$ cat src/rtl/pvp_pkg.sv
// Shared types, widths and register codes for the perspective vertex projector.
package pvp_pkg;

	localparam int PVP_POINT_WIDTH = 24;
	localparam int DIR_W = 16;
	localparam int DIR_FRAC = 14;
	localparam int RATIO_BITS = 21;
	localparam int CAM_W = 24;
	localparam int VEC_W = 48;
	localparam int RES_W = 13;
	localparam int SCR_W = 20;
	localparam int CFG_IDX_W = 3;

	localparam logic [CFG_IDX_W-1:0] REG_CAM_X = 3'd0;
	localparam logic [CFG_IDX_W-1:0] REG_CAM_Y = 3'd1;
	localparam logic [CFG_IDX_W-1:0] REG_CAM_Z = 3'd2;
	localparam logic [CFG_IDX_W-1:0] REG_LOOK = 3'd3;
	localparam logic [CFG_IDX_W-1:0] REG_UP = 3'd4;
	localparam logic [CFG_IDX_W-1:0] REG_HRES = 3'd5;
	localparam logic [CFG_IDX_W-1:0] REG_VRES = 3'd6;

	localparam logic [VEC_W-1:0] LOOK_RESET = 48'h0000_0000_4000;
	localparam logic [VEC_W-1:0] UP_RESET = 48'h4000_0000_0000;
	localparam logic [RES_W-1:0] HRES_RESET = 13'd640;
	localparam logic [RES_W-1:0] VRES_RESET = 13'd480;

	typedef logic signed [DIR_W-1:0] dir_t;

	typedef struct packed {
		dir_t [2:0] right;
		dir_t [2:0] vup;
		logic ok;
	} basis_t;

endpackage

$ cat src/rtl/pvp_div_pipe.sv
// Pipelined restoring divider, one quotient bit per stage, with a capped quotient.
module pvp_div_pipe #(
	parameter int NUM_W = pvp_pkg::PVP_POINT_WIDTH + 33,
	parameter int DEN_W = pvp_pkg::PVP_POINT_WIDTH + 17,
	parameter int Q_W = pvp_pkg::RATIO_BITS,
	parameter int SIDE_W = 1
) (
	input  logic              clk,
	input  logic              arst_n,
	input  logic              in_valid,
	input  logic [NUM_W-1:0]  num,
	input  logic [DEN_W-1:0]  den,
	input  logic [SIDE_W-1:0] side_in,
	output logic              out_valid,
	output logic [Q_W:0]      quot,
	output logic [SIDE_W-1:0] side_out
);
	localparam int HI_W = NUM_W - Q_W;
	localparam int CMP_W = (HI_W > DEN_W) ? HI_W : DEN_W;

	logic              v_s    [Q_W+1];
	logic              ovf_s  [Q_W+1];
	logic [DEN_W-1:0]  rem_s  [Q_W+1];
	logic [DEN_W-1:0]  den_s  [Q_W+1];
	logic [Q_W-1:0]    lo_s   [Q_W+1];
	logic [Q_W-1:0]    q_s    [Q_W+1];
	logic [SIDE_W-1:0] side_s [Q_W+1];

	logic [HI_W-1:0]   hi;
	logic              ovf0;
	logic [DEN_W:0]    t [Q_W];
	logic              ge [Q_W];

	// The quotient saturates when num / den reaches 2^Q_W.
	assign hi = num[NUM_W-1:Q_W];
	assign ovf0 = CMP_W'(hi) >= CMP_W'(den);

	always_comb begin
		for (int j = 0; j < Q_W; j++) begin
			t[j] = {rem_s[j], lo_s[j][Q_W-1]};
			ge[j] = t[j] >= {1'b0, den_s[j]};
		end
	end

	always_ff @(posedge clk or negedge arst_n) begin
		if (!arst_n) begin
			for (int j = 0; j <= Q_W; j++)
				v_s[j] <= 1'b0;
		end else begin
			v_s[0] <= in_valid;
			for (int j = 0; j < Q_W; j++)
				v_s[j+1] <= v_s[j];
		end
	end

	always_ff @(posedge clk) begin
		ovf_s[0] <= ovf0;
		rem_s[0] <= DEN_W'(hi);
		den_s[0] <= den;
		lo_s[0] <= num[Q_W-1:0];
		q_s[0] <= '0;
		side_s[0] <= side_in;
		for (int j = 0; j < Q_W; j++) begin
			ovf_s[j+1] <= ovf_s[j];
			rem_s[j+1] <= ge[j] ? DEN_W'(t[j] - {1'b0, den_s[j]}) : DEN_W'(t[j]);
			den_s[j+1] <= den_s[j];
			lo_s[j+1] <= lo_s[j] << 1;
			q_s[j+1] <= {q_s[j][Q_W-2:0], ge[j]};
			side_s[j+1] <= side_s[j];
		end
	end

	assign out_valid = v_s[Q_W];
	assign quot = ovf_s[Q_W] ? {1'b1, {Q_W{1'b0}}} : {1'b0, q_s[Q_W]};
	assign side_out = side_s[Q_W];

endmodule

$ cat config.mk
export PLATFORM = sky130hd
export DESIGN_NAME = pvp_div_pipe
export DESIGN_NICKNAME = d
export VERILOG_FILES = /design/src/rtl/pvp_pkg.sv /design/src/rtl/pvp_div_pipe.sv
export SDC_FILE = /design/constraint.sdc
export NUM_CORES = 2
export LEC_CHECK = 0
export BUFFER_PORTS_ARGS = -buffer_cell sky130_fd_sc_hd__clkbuf_2
export CELL_PAD_IN_SITES_DETAIL_PLACEMENT = 0
export CELL_PAD_IN_SITES_GLOBAL_PLACEMENT = 1
export CORE_MARGIN = 4
export CORE_UTILIZATION = 37
export CTS_BUF_LIST = sky130_fd_sc_hd__clkbuf_2 sky130_fd_sc_hd__clkbuf_4 sky130_fd_sc_hd__clkbuf_8
export DETAILED_ROUTE_END_ITERATION = 16
export PLACE_DENSITY = 0.63
export SYNTH_ARGS = -nofsm -noshare
export SYNTH_HDL_FRONTEND = slang
export SYNTH_SLANG_ARGS = --single-unit
export TNS_END_PERCENT = 20
$ cat constraint.sdc
create_clock -name clk -period 6.8 [get_ports clk]
set_input_delay 0.68 -clock clk [delete_from_list [all_inputs] [get_ports clk]]
set_output_delay 0.68 -clock clk [all_outputs]
set_load 0.01 [all_outputs]
==> reports/results.tsv <==
stage	metric	value	unit
final_layout	Fillers	26940	
routing	final wirelength	297800	µm
sta	post-layout min period	4744	ps
placement	DP Wirelength	240000	µm
clocking	Clock Tree Buf Depth	4	
global_route	antenna violations before repair	12	
synthesis	Warnings, synthesis	0	
synthesis	post-synthesis adder-cell area fraction	11.33	%
synthesis	synthesized net count	12150	
global_route	GR Overflow Total	0	
flow_run	total of max-cap violations	0	
routing	Remaining DRCs	0	
synthesis	post-synthesis mux area share	3.254	%
synthesis	Distinct cells, synth	96	
floorplan	Std-Cell Rows	192	
floorplan	Die X	533.5	µm
synthesis	Synth Area in Compound Gates	18.23	%
sta	period utilization	69.77	%
floorplan	die area	284600	µm²
synthesis	post-synthesis xor/xnor area fraction	6.250	%
clocking	clock insertion delay at the later pin of the skew report	1040	ps
floorplan	CORE AREA	274100	µm²
synthesis	Synth Area in Simple Gates	11.35	%
worst_setup_path	critical path endpoint category	register	
routing	Avg WL per Cell	19.29	µm
worst_setup_path	kind of critical path	register to register	
clocking	H-tree depth	5	
synthesis	cell taking the most area after synthesis	dfxtp_1	
final_layout	P&R area growth vs syn	13.59	%
clocking	CTS tree	yes	
routing	DRT Pass-1 Iters	6	
sta	Slew headroom	9.193	%
floorplan	I/O pin cnt	126	
clocking	root buffer cell	clkbuf_8	
sta	RSZ-0062 raised after global routing	false	
global_route	largest net degree at the start of global routing	82	
routing	via count	78510	
placement	DP Cell Count	14650	
power_and_ir_drop	Leak	53.42	nW
synthesis	Yosys reg bits	2245	
worst_setup_path	crit start category	register	
worst_setup_path	Crit Path Max Fanout	77	
placement	GP Congestion	0.9075	
sta	Finish-stage setup viols	0	
global_route	first-pass GRT wire length	454500	µm
synthesis	Synth Cell Area	102200	µm²
sta	worst slew pin tran	1350	ps
synthesis	number of synthesized flops with an enable pin	0	
clocking	Post CTS Setup Buffer Count	0	
final_layout	fin cells	15440	
power_and_ir_drop	Peak VDD IR	0.1991	mV
worst_setup_path	R2R depth	13	
sta	TNS Setup	0	ps
status	status	finished clean	
worst_setup_path	reg-to-reg endpoint	rem_s[1][211]	
synthesis	Cells after Synth	11140	
routing	Antenna Nets Post-Route	0	
synthesis	dominant cells by area after synthesis	dfxtp_1 (44%), ha_1 (11%), a21oi_1 (5.0%)	
routing	vias per inst	5.085	
synthesis	Mapped Avg Cell Area	9.173	µm²
global_route	gr usage total	20.21	%
worst_setup_path	critical path required time	7600	ps
floorplan	Initial Util	37.27	%
sta	Hold Vio Cnt, Final	0	
synthesis	main combinational cell family by area after synthesis	compound AO/OA/AOI/OAI gates	
global_route	vias in the first global route	78110	
sta	f_max	210.8	MHz
final_layout	NumNets Final	12460	
worst_hold_path	Hold Crit Class	input port to asynchronous set/reset pin	
routing	drt first-iter violations	4718	
synthesis	Async SR Flop Fraction	0.9800	%
synthesis	Commonest cells post-synth	dfxtp_1 (2223), inv_1 (1127), a21oi_1 (1011)	
synthesis	top-count cell post-synth	dfxtp_1	
clocking	CTS clk-pin slew, worst paths	60	ps
sta	post-route clock skew	67.92	ps
worst_setup_path	reg-to-reg slack, setup	2060	ps
worst_setup_path	RR Startpoint	den_s[12][0]	
worst_setup_path	worst endpoint data arrival time	5550	ps
floorplan	Die H	533.5	µm
synthesis	post-synthesis sequential area ratio	44.10	%
synthesis	Synth Flop Type	dfxtp_1	
power_and_ir_drop	pwr dens	525.0	nW/µm²
placement	# port buffers	125	
clocking	TritonCTS Buffers	378	
final_layout	share of layout cells above drive strength 1	10.18	%
synthesis	Synth top area share	43.56	%
sta	Max Slew Vio Count	0	
clocking	clk sink count	2245	
## through the flow
step	hold slack (ps)	total power, mW	setup WS (ps)	util [%]	instance area, µm²
after CTS	68.43	61.45	2035	42.33	116000
after detailed placement	312.1	47.56	2058	38.81	106400
after global routing	156.1	65.50	1773	42.33	116000
after floorplan	309.6	39.70	3435	-	102200
after global placement	309.6	47.49	2062	38.81	106400
final	177.7	60.92	2056	42.34	116000
## flip-flops by register name (all words and copies together), names as in the netlist
| signal | count |
|---|---|
| v_s | 21 |
| ovf_s | 22 |
| den_s | 861 |
| lo_s | 231 |
| q_s | 231 |
| side_s | 22 |
| rem_s | 856 |
| out_valid | 1 |
## cell type report
class	instances	area, µm²	area share (%)
timing repair buffer	252	1844	1.589
clock inverter	119	1425	1.228
clock buffer	563	7204	6.208
antenna	8	20.02	0.01725
sequential	2245	45050	38.83
multi-input combinational	7439	51650	44.51
inverter	1128	4234	3.649
tap	3686	4612	3.974
## repair_timing
action,CTS,global route
resized for setup,0,0
hold buffers,101,0
hold endpoints to repair,122,0
## critical path, cell delays in order (launching register included)
cell and delay, ps:
dfxtp_1 400, ha_1 180, inv_1 60, fa_1 400
a21o_1 220, a221oi_2 350, o221ai_1 320, a211oi_1 580
o21ai_1 340, o211ai_1 310, a21oi_1 190, a21oi_4 170
buf_4 540, o21ai_0 370
## power by group
group / internal, mW / switching (mW)
clock: 7.76 / 5.63
combinational: 11.9 / 16.2
sequential: 16.7 / 2.70
total: 36.4 / 24.5
## worst max-delay path by stage
| stage | startpoint | endpoint | slack, ps | cells past startpoint |
|---|---|---|---|---|
| 6_report | den_s[12][0] | rem_s[1][211] | 2060 | 13 |
| 5_1_grt | den_s[12][0] | rem_s[1][212] | 1770 | 13 |
| 4_1_cts | lo_s[0][20] | rem_s[0][54] | 2040 | 12 |
| 3_5_place_dp | lo_s[0][20] | rem_s[0][47] | 2060 | 12 |
| 3_3_place_gp | lo_s[0][20] | rem_s[0][54] | 2060 | 12 |
| 2_1_floorplan | lo_s[0][83] | rem_s[0][165] | 3440 | 14 |
## per-layer routing
layer	GRT usage, %	wire, µm	part of all wire [%]	vias to the layer above
li1	-	-	-	39280
met1	25.55	132100	44	36870
met2	34.64	140400	47	1781
met3	2.660	12200	4.1	590
met4	8.319	13110	4.4	0
met5	0	0	0	-
## kinds of logic after synthesis
group,count (synthesis)
compound gates,3019
xor+xnor,729
fa+ha+maj,913
buf+inv,1452
flops,2245
mux,297
simple gates,2481
## layout by cell type (no fill, tap or decap), types with 44 or more instances in the layout
| cell type | instances |
|---|---|
| dfxtp_1 | 2222 |
| inv_1 | 1127 |
| a21oi_1 | 1008 |
| ha_1 | 893 |
| nand2_1 | 850 |
| o21ai_0 | 733 |
| nor2_1 | 639 |
| clkbuf_8 | 476 |
| xnor2_1 | 455 |
| a21o_1 | 427 |
| mux2_2 | 280 |
| xor2_1 | 274 |
| nand3_1 | 181 |
| nand4_1 | 155 |
| clkbuf_2 | 125 |
| nor2b_1 | 123 |
| a31oi_1 | 119 |
| nor3_1 | 118 |
| o21bai_1 | 108 |
| nand2b_1 | 107 |
| and3_1 | 104 |
| dlygate4sd3_1 | 101 |
| clkbuf_4 | 87 |
| o21a_1 | 84 |
| a211oi_1 | 79 |
| o211ai_1 | 59 |
| clkinv_2 | 57 |
| o31ai_1 | 44 |
Note: power is estimated with default switching activity, not from simulation.
