## src/rtl/pvp_pkg.sv

```systemverilog
// Shared types, widths and register codes for the perspective vertex projector.
package pvp_pkg;

	localparam int PVP_POINT_WIDTH = 24;
	localparam int DIR_W = 16;
	localparam int DIR_FRAC = 14;
	localparam int RATIO_BITS = 21;
	localparam int CAM_W = 24;
	localparam int VEC_W = 48;
	localparam int RES_W = 13;
	localparam int SCR_W = 20;
	localparam int CFG_IDX_W = 3;

	localparam logic [CFG_IDX_W-1:0] REG_CAM_X = 3'd0;
	localparam logic [CFG_IDX_W-1:0] REG_CAM_Y = 3'd1;
	localparam logic [CFG_IDX_W-1:0] REG_CAM_Z = 3'd2;
	localparam logic [CFG_IDX_W-1:0] REG_LOOK = 3'd3;
	localparam logic [CFG_IDX_W-1:0] REG_UP = 3'd4;
	localparam logic [CFG_IDX_W-1:0] REG_HRES = 3'd5;
	localparam logic [CFG_IDX_W-1:0] REG_VRES = 3'd6;

	localparam logic [VEC_W-1:0] LOOK_RESET = 48'h0000_0000_4000;
	localparam logic [VEC_W-1:0] UP_RESET = 48'h4000_0000_0000;
	localparam logic [RES_W-1:0] HRES_RESET = 13'd640;
	localparam logic [RES_W-1:0] VRES_RESET = 13'd480;

	typedef logic signed [DIR_W-1:0] dir_t;

	typedef struct packed {
		dir_t [2:0] right;
		dir_t [2:0] vup;
		logic ok;
	} basis_t;

endpackage

```

## src/rtl/pvp_basis.sv

```systemverilog
// Sequential camera basis unit: two cross products, each normalized by a square root and divides.
module pvp_basis (
	input  logic                       clk,
	input  logic                       arst_n,
	input  logic                       kick,
	input  logic [pvp_pkg::VEC_W-1:0]  look_vec,
	input  logic [pvp_pkg::VEC_W-1:0]  up_vec,
	output pvp_pkg::basis_t            basis,
	output logic                       busy
);
	import pvp_pkg::*;

	localparam logic [2:0] ST_IDLE  = 3'd0;
	localparam logic [2:0] ST_CROSS = 3'd1;
	localparam logic [2:0] ST_SQ    = 3'd2;
	localparam logic [2:0] ST_SQRT  = 3'd3;
	localparam logic [2:0] ST_DLOAD = 3'd4;
	localparam logic [2:0] ST_DIV   = 3'd5;

	logic [2:0] state_q;
	logic       phase_q;
	logic [4:0] cnt_q;
	logic [1:0] comp_q;
	logic       ok_q;

	logic signed [32:0] c_q [3];
	logic [63:0] acc_q, root_q, bit_q;
	logic [31:0] len_q, rem_q;
	logic [15:0] dvd_q, quo_q;
	dir_t right_q [3];
	dir_t vup_q [3];

	dir_t a_vec [3];
	dir_t b_vec [3];
	logic signed [32:0] op_a, op_b;
	logic signed [65:0] prod;
	logic signed [32:0] p33, c_cross, c_cur, c_sel, c_mag;
	logic [63:0] trial, root_n;
	logic        take;
	logic [32:0] t_div;
	logic        ge;
	logic [15:0] quo_next;
	logic [47:0] num;
	dir_t        dir_res;

	always_comb begin
		for (int i = 0; i < 3; i++) begin
			b_vec[i] = look_vec[16*i +: 16];
			a_vec[i] = phase_q ? right_q[i] : dir_t'(up_vec[16*i +: 16]);
		end
	end

	always_comb begin
		op_a = '0;
		op_b = '0;
		if (state_q == ST_SQ) begin
			unique case (cnt_q[1:0])
				2'd0: op_a = c_q[0];
				2'd1: op_a = c_q[1];
				default: op_a = c_q[2];
			endcase
			op_b = op_a;
		end else begin
			unique case (cnt_q[2:0])
				3'd0: begin op_a = 33'(a_vec[1]); op_b = 33'(b_vec[2]); end
				3'd1: begin op_a = 33'(a_vec[2]); op_b = 33'(b_vec[1]); end
				3'd2: begin op_a = 33'(a_vec[2]); op_b = 33'(b_vec[0]); end
				3'd3: begin op_a = 33'(a_vec[0]); op_b = 33'(b_vec[2]); end
				3'd4: begin op_a = 33'(a_vec[0]); op_b = 33'(b_vec[1]); end
				default: begin op_a = 33'(a_vec[1]); op_b = 33'(b_vec[0]); end
			endcase
		end
		prod = op_a * op_b;
		p33 = prod[32:0];
	end

	// Component under construction by the cross product sequence.
	always_comb begin
		unique case (cnt_q[2:1])
			2'd0: c_cur = c_q[0];
			2'd1: c_cur = c_q[1];
			default: c_cur = c_q[2];
		endcase
		c_cross = cnt_q[0] ? c_cur - p33 : p33;
	end

	always_comb begin
		trial = root_q + bit_q;
		take = acc_q >= trial;
		root_n = take ? (root_q >> 1) + bit_q : root_q >> 1;
	end

	always_comb begin
		unique case (comp_q)
			2'd0: c_sel = c_q[0];
			2'd1: c_sel = c_q[1];
			default: c_sel = c_q[2];
		endcase
		c_mag = c_sel[32] ? -c_sel : c_sel;
		num = 48'({c_mag[31:0], 14'b0}) + 48'(len_q >> 1);
		t_div = {rem_q, dvd_q[15]};
		ge = t_div >= {1'b0, len_q};
		quo_next = {quo_q[14:0], ge};
		dir_res = c_sel[32] ? dir_t'(-quo_next) : dir_t'(quo_next);
	end

	always_ff @(posedge clk or negedge arst_n) begin
		if (!arst_n) begin
			state_q <= ST_CROSS;
			phase_q <= 1'b0;
			cnt_q <= '0;
			comp_q <= '0;
			ok_q <= 1'b0;
		end else if (kick) begin
			state_q <= ST_CROSS;
			phase_q <= 1'b0;
			cnt_q <= '0;
			comp_q <= '0;
			ok_q <= 1'b0;
		end else begin
			unique case (state_q)
				ST_CROSS: begin
					if (cnt_q == 5'd5) begin
						state_q <= ST_SQ;
						cnt_q <= '0;
					end else begin
						cnt_q <= cnt_q + 5'd1;
					end
				end
				ST_SQ: begin
					if (cnt_q == 5'd2) begin
						state_q <= ST_SQRT;
						cnt_q <= '0;
					end else begin
						cnt_q <= cnt_q + 5'd1;
					end
				end
				ST_SQRT: begin
					cnt_q <= cnt_q + 5'd1;
					if (cnt_q == 5'd31) begin
						comp_q <= '0;
						// A zero length vector leaves the basis unusable.
						state_q <= (root_n == '0) ? ST_IDLE : ST_DLOAD;
					end
				end
				ST_DLOAD: begin
					state_q <= ST_DIV;
					cnt_q <= '0;
				end
				ST_DIV: begin
					cnt_q <= cnt_q + 5'd1;
					if (cnt_q == 5'd15) begin
						if (comp_q == 2'd2) begin
							cnt_q <= '0;
							if (!phase_q) begin
								phase_q <= 1'b1;
								state_q <= ST_CROSS;
							end else begin
								ok_q <= 1'b1;
								state_q <= ST_IDLE;
							end
						end else begin
							comp_q <= comp_q + 2'd1;
							state_q <= ST_DLOAD;
						end
					end
				end
				default: ;
			endcase
		end
	end

	always_ff @(posedge clk) begin
		unique case (state_q)
			ST_CROSS: begin
				unique case (cnt_q[2:1])
					2'd0: c_q[0] <= c_cross;
					2'd1: c_q[1] <= c_cross;
					default: c_q[2] <= c_cross;
				endcase
			end
			ST_SQ: begin
				acc_q <= ((cnt_q == 5'd0) ? 64'd0 : acc_q) + prod[63:0];
				root_q <= '0;
				bit_q <= 64'd1 << 62;
			end
			ST_SQRT: begin
				if (take)
					acc_q <= acc_q - trial;
				root_q <= root_n;
				bit_q <= bit_q >> 2;
				len_q <= root_n[31:0];
			end
			ST_DLOAD: begin
				rem_q <= num[47:16];
				dvd_q <= num[15:0];
			end
			ST_DIV: begin
				rem_q <= ge ? 32'(t_div - {1'b0, len_q}) : t_div[31:0];
				dvd_q <= dvd_q << 1;
				quo_q <= quo_next;
				if (cnt_q == 5'd15) begin
					unique case ({phase_q, comp_q})
						3'b000: right_q[0] <= dir_res;
						3'b001: right_q[1] <= dir_res;
						3'b010: right_q[2] <= dir_res;
						3'b100: vup_q[0] <= dir_res;
						3'b101: vup_q[1] <= dir_res;
						default: vup_q[2] <= dir_res;
					endcase
				end
			end
			default: ;
		endcase
	end

	always_comb begin
		for (int i = 0; i < 3; i++) begin
			basis.right[i] = right_q[i];
			basis.vup[i] = vup_q[i];
		end
		basis.ok = ok_q;
	end

	assign busy = (state_q != ST_IDLE);

endmodule

```

## config.mk

```make
export PLATFORM = sky130hd
export DESIGN_NAME = pvp_basis
export DESIGN_NICKNAME = d
export VERILOG_FILES = /design/src/rtl/pvp_pkg.sv /design/src/rtl/pvp_basis.sv
export SDC_FILE = /design/constraint.sdc
export NUM_CORES = 2
export LEC_CHECK = 0
export ABC_AREA = 1
export BUFFER_PORTS_ARGS = -buffer_cell sky130_fd_sc_hd__buf_2
export CAP_MARGIN = 5
export CORE_AREA = 2 2 338 507
export CTS_CLUSTER_DIAMETER = 40
export DETAILED_ROUTE_END_ITERATION = 12
export DIE_AREA = 0 0 340 509
export PLACE_DENSITY_LB_ADDON = 0.12
export SLEW_MARGIN = 0
export SYNTH_ARGS = -nofsm -noshare
export SYNTH_HDL_FRONTEND = slang
export SYNTH_SLANG_ARGS = --single-unit
```

## constraint.sdc

```tcl
create_clock -name clk -period 11.85 [get_ports clk]
set_input_delay 2.37 -clock clk [delete_from_list [all_inputs] [get_ports clk]]
set_output_delay 2.37 -clock clk [all_outputs]
set_load 0.03 [all_outputs]
```

==> flow_summary.toml <==
[floorplan]
dieArea_um2 = 173000
die_y_um = 509
start_util = 0.477
die_w_um = 340
core_area_um2 = 169000
fp-row-count = 185
ios = 197

[logic_synthesis]
synth_top_area_frac = 0.281
synth_edf_count = 450
synth_cell_types = 69
synth.area.top_cells = "fa_1 28%, edfxtp_1 17%, inv_1 11%"
async_reset_ff_frac = 0.0260
synth_seq_cells = 462
yosys_warnings = 0
ys_seq_area_frac = 0.172
syn-num-nets = 12400
yosys.area.top_type = "fa_1"
synth_area_um2 = 80500
syn_area_per_cell_um2 = 7.56
synthFlopType = "edfxtp_1"
synthCells = 10600

[route]
drt_iter0_drc = 5108
wl_um = 307000
vias_per_cell = 5.38
drt-wirelength-per-cell_um = 21.9
vias = 75600
drc = 0
ant_nets = 0
dr.pass1.iters = 8

[hold_path]
min_path_type = "reg2reg"

[cells_and_area]
seq_area_um2 = 13800
layoutNonFillerInstCount = 14100
fin_nets = 13500
synthToLayoutAreaGrowth_pct = 19.1
fillers = 16200
multiInputGateArea_um2 = 57500
post-route-util = 0.568
drive_above_1_share = 0.153

[timing]
finalCriticalPeriod_ns = 11.58
tns_ns = 0
setup_viol = 0
relSlewSlack = 0.221
slew_viol_final = 0
hold_violations = 0
max_freq_ghz = 0.0863
skew_ns = 0.0971
timing.final.ws_setup_ns = 0.266
finalCritPeriodShare = 0.978
tightest_slew_ns = 1.16

[placed_design]
dp_hpwl_um = 263000
place_ws_ns = -1.13
io_buffers = 196
dp_cells = 13900
gp_congestion = 1.00

[grt]
track_usage = 0.356
overflow = 0
grt_pass1_wl_um = 464000
grt_pass1_vias = 79600
antenna_found_initial = 9
grt_start_max_net_pins = 76

[clocking]
htreeDepth = 3
cts_buffers = 69
clock-sinks = 462
clock_latency_ns = 0.74
clk_pin_slew_ns = 0.07
cts_root_buf = "clkbuf_16"
hold_buffers = 0
cts_tree = "built"
clock_path_buffers = 3

[setup_path]
cp_max_fo = 14
critPathTopFamily = "adder cells"
crit_path_max_incr_delay_ns = 0.60
path_common_cell = "inv_1"
cp-start-kind = "primary input"
path_buf_inv = 19
end_kind = "register"
cp_data_arrival_time_ns = 11.98
critical_path_required_ns = 12.25
critical_path_class = "in2reg"
cpMaxStageDelayCell = "fa_1"

[run_status]
run_status = "finished, final reports clean"

[flow_run]
maxCapViolations = 0
==> kinds of logic after synthesis <==
family / after synthesis / synth area share
and+or+nand+nor: 4088 / 0.205
buffers and inverters: 2670 / 0.126
adders and majority gates: 1631 / 0.359
AOI/OAI and AO/OA: 1523 / 0.108
DFF: 462 / 0.172
xor gates and xnor gates: 273 / 0.0297
==> per-stage QoR <==
| step | hold WS, ns | area [um2] |
|---|---|---|
| after CTS | 0.505 | 94900 |
| after floorplan | 0.451 | 80500 |
| final | 0.502 | 95900 |
| after global routing | 0.522 | 95900 |
| after global placement | 0.460 | 92300 |
| after detailed placement | 0.474 | 92300 |
==> final timing paths <==
path	start	end	slack, ns	cells after the start
worst max register to register	cnt_q[1]$_DFFE_PN0P_	acc_q[45]$_DFFE_PP_	0.39	54
worst min-delay path	quo_q[9]$_DFFE_PP_	quo_q[10]$_DFFE_PP_	0.50	0
max in group asynchronous	arst_n	state_q[0]$_DFFE_PN1P_	10.03	1
worst min register to register	quo_q[9]$_DFFE_PP_	quo_q[10]$_DFFE_PP_	0.50	0
min in group asynchronous	arst_n	cnt_q[1]$_DFFE_PN0P_	1.53	1
worst max-delay path	up_vec[31]	acc_q[45]$_DFFE_PP_	0.27	53
==> layout by cell type (no fill, tap or decap), types with 160 or more instances in the layout <==
| cell | n |
|---|---|
| nand3_1 | 269 |
| edfxtp_1 | 450 |
| buf_2 | 196 |
| nand2_1 | 2269 |
| buf_4 | 1068 |
| o21ai_0 | 389 |
| fa_1 | 1120 |
| ha_1 | 484 |
| xor2_1 | 160 |
| nor2_1 | 1189 |
| a21oi_1 | 588 |
| inv_1 | 2287 |
==> state kept, by name, summed over array words and instances (netlist names), 32 cells and up <==
signal   cells
c_q         99
acc_q       64
root_q      64
right_q     48
vup_q       48
bit_q       32
len_q       32
rem_q       32
==> synthesized netlist by cell type (14+ instances only) <==
cell / n
a211oi_1: 16
nand3_1: 280
buf_1: 22
or2_2: 28
nand4_1: 104
o22ai_1: 84
o211ai_1: 39
o311ai_0: 16
a31oi_1: 62
fa_1: 1130
buf_2: 45
a221oi_1: 42
xor2_1: 168
a21boi_0: 15
nor2_2: 14
a21oi_1: 619
nor3_1: 51
clkinv_1: 28
a21oi_2: 14
nand2_1: 2290
inv_1: 2305
o21ai_1: 33
o21ai_0: 435
clkbuf_1: 218
inv_2: 33
nor4_1: 22
xnor2_1: 105
nor2_1: 1229
o21a_1: 23
a21o_1: 33
ha_1: 501
edfxtp_1: 450
o21bai_1: 25
==> routing by layer <==
layer  track usage  routed length, um
met5             0                 26
met4         0.223              22800
met3        0.0357              15700
met2         0.648             158000
met1         0.396             111000
==> cell type report <==
cell class,instances,share of cell area
Multi-Input combinational cell,7515,0.600
Sequential cell,462,0.144
Timing Repair Buffer,1336,0.108
Inverter,2366,0.0930
Tap cell,2244,0.0293
Clock buffer,74,0.0182
Clock inverter,52,0.00722
Antenna cell,6,0.000157
==> timing repair <==
item / in CTS / in global routing
gates resized for setup: 32 / 239
endpoints found under the setup margin: 16 / 44
pin swaps: 3 / 49
buffers inserted: 3 / 17
Power is not shown: default switching activity piles up to over one toggle a cycle in this logic, so the estimate is an artifact.
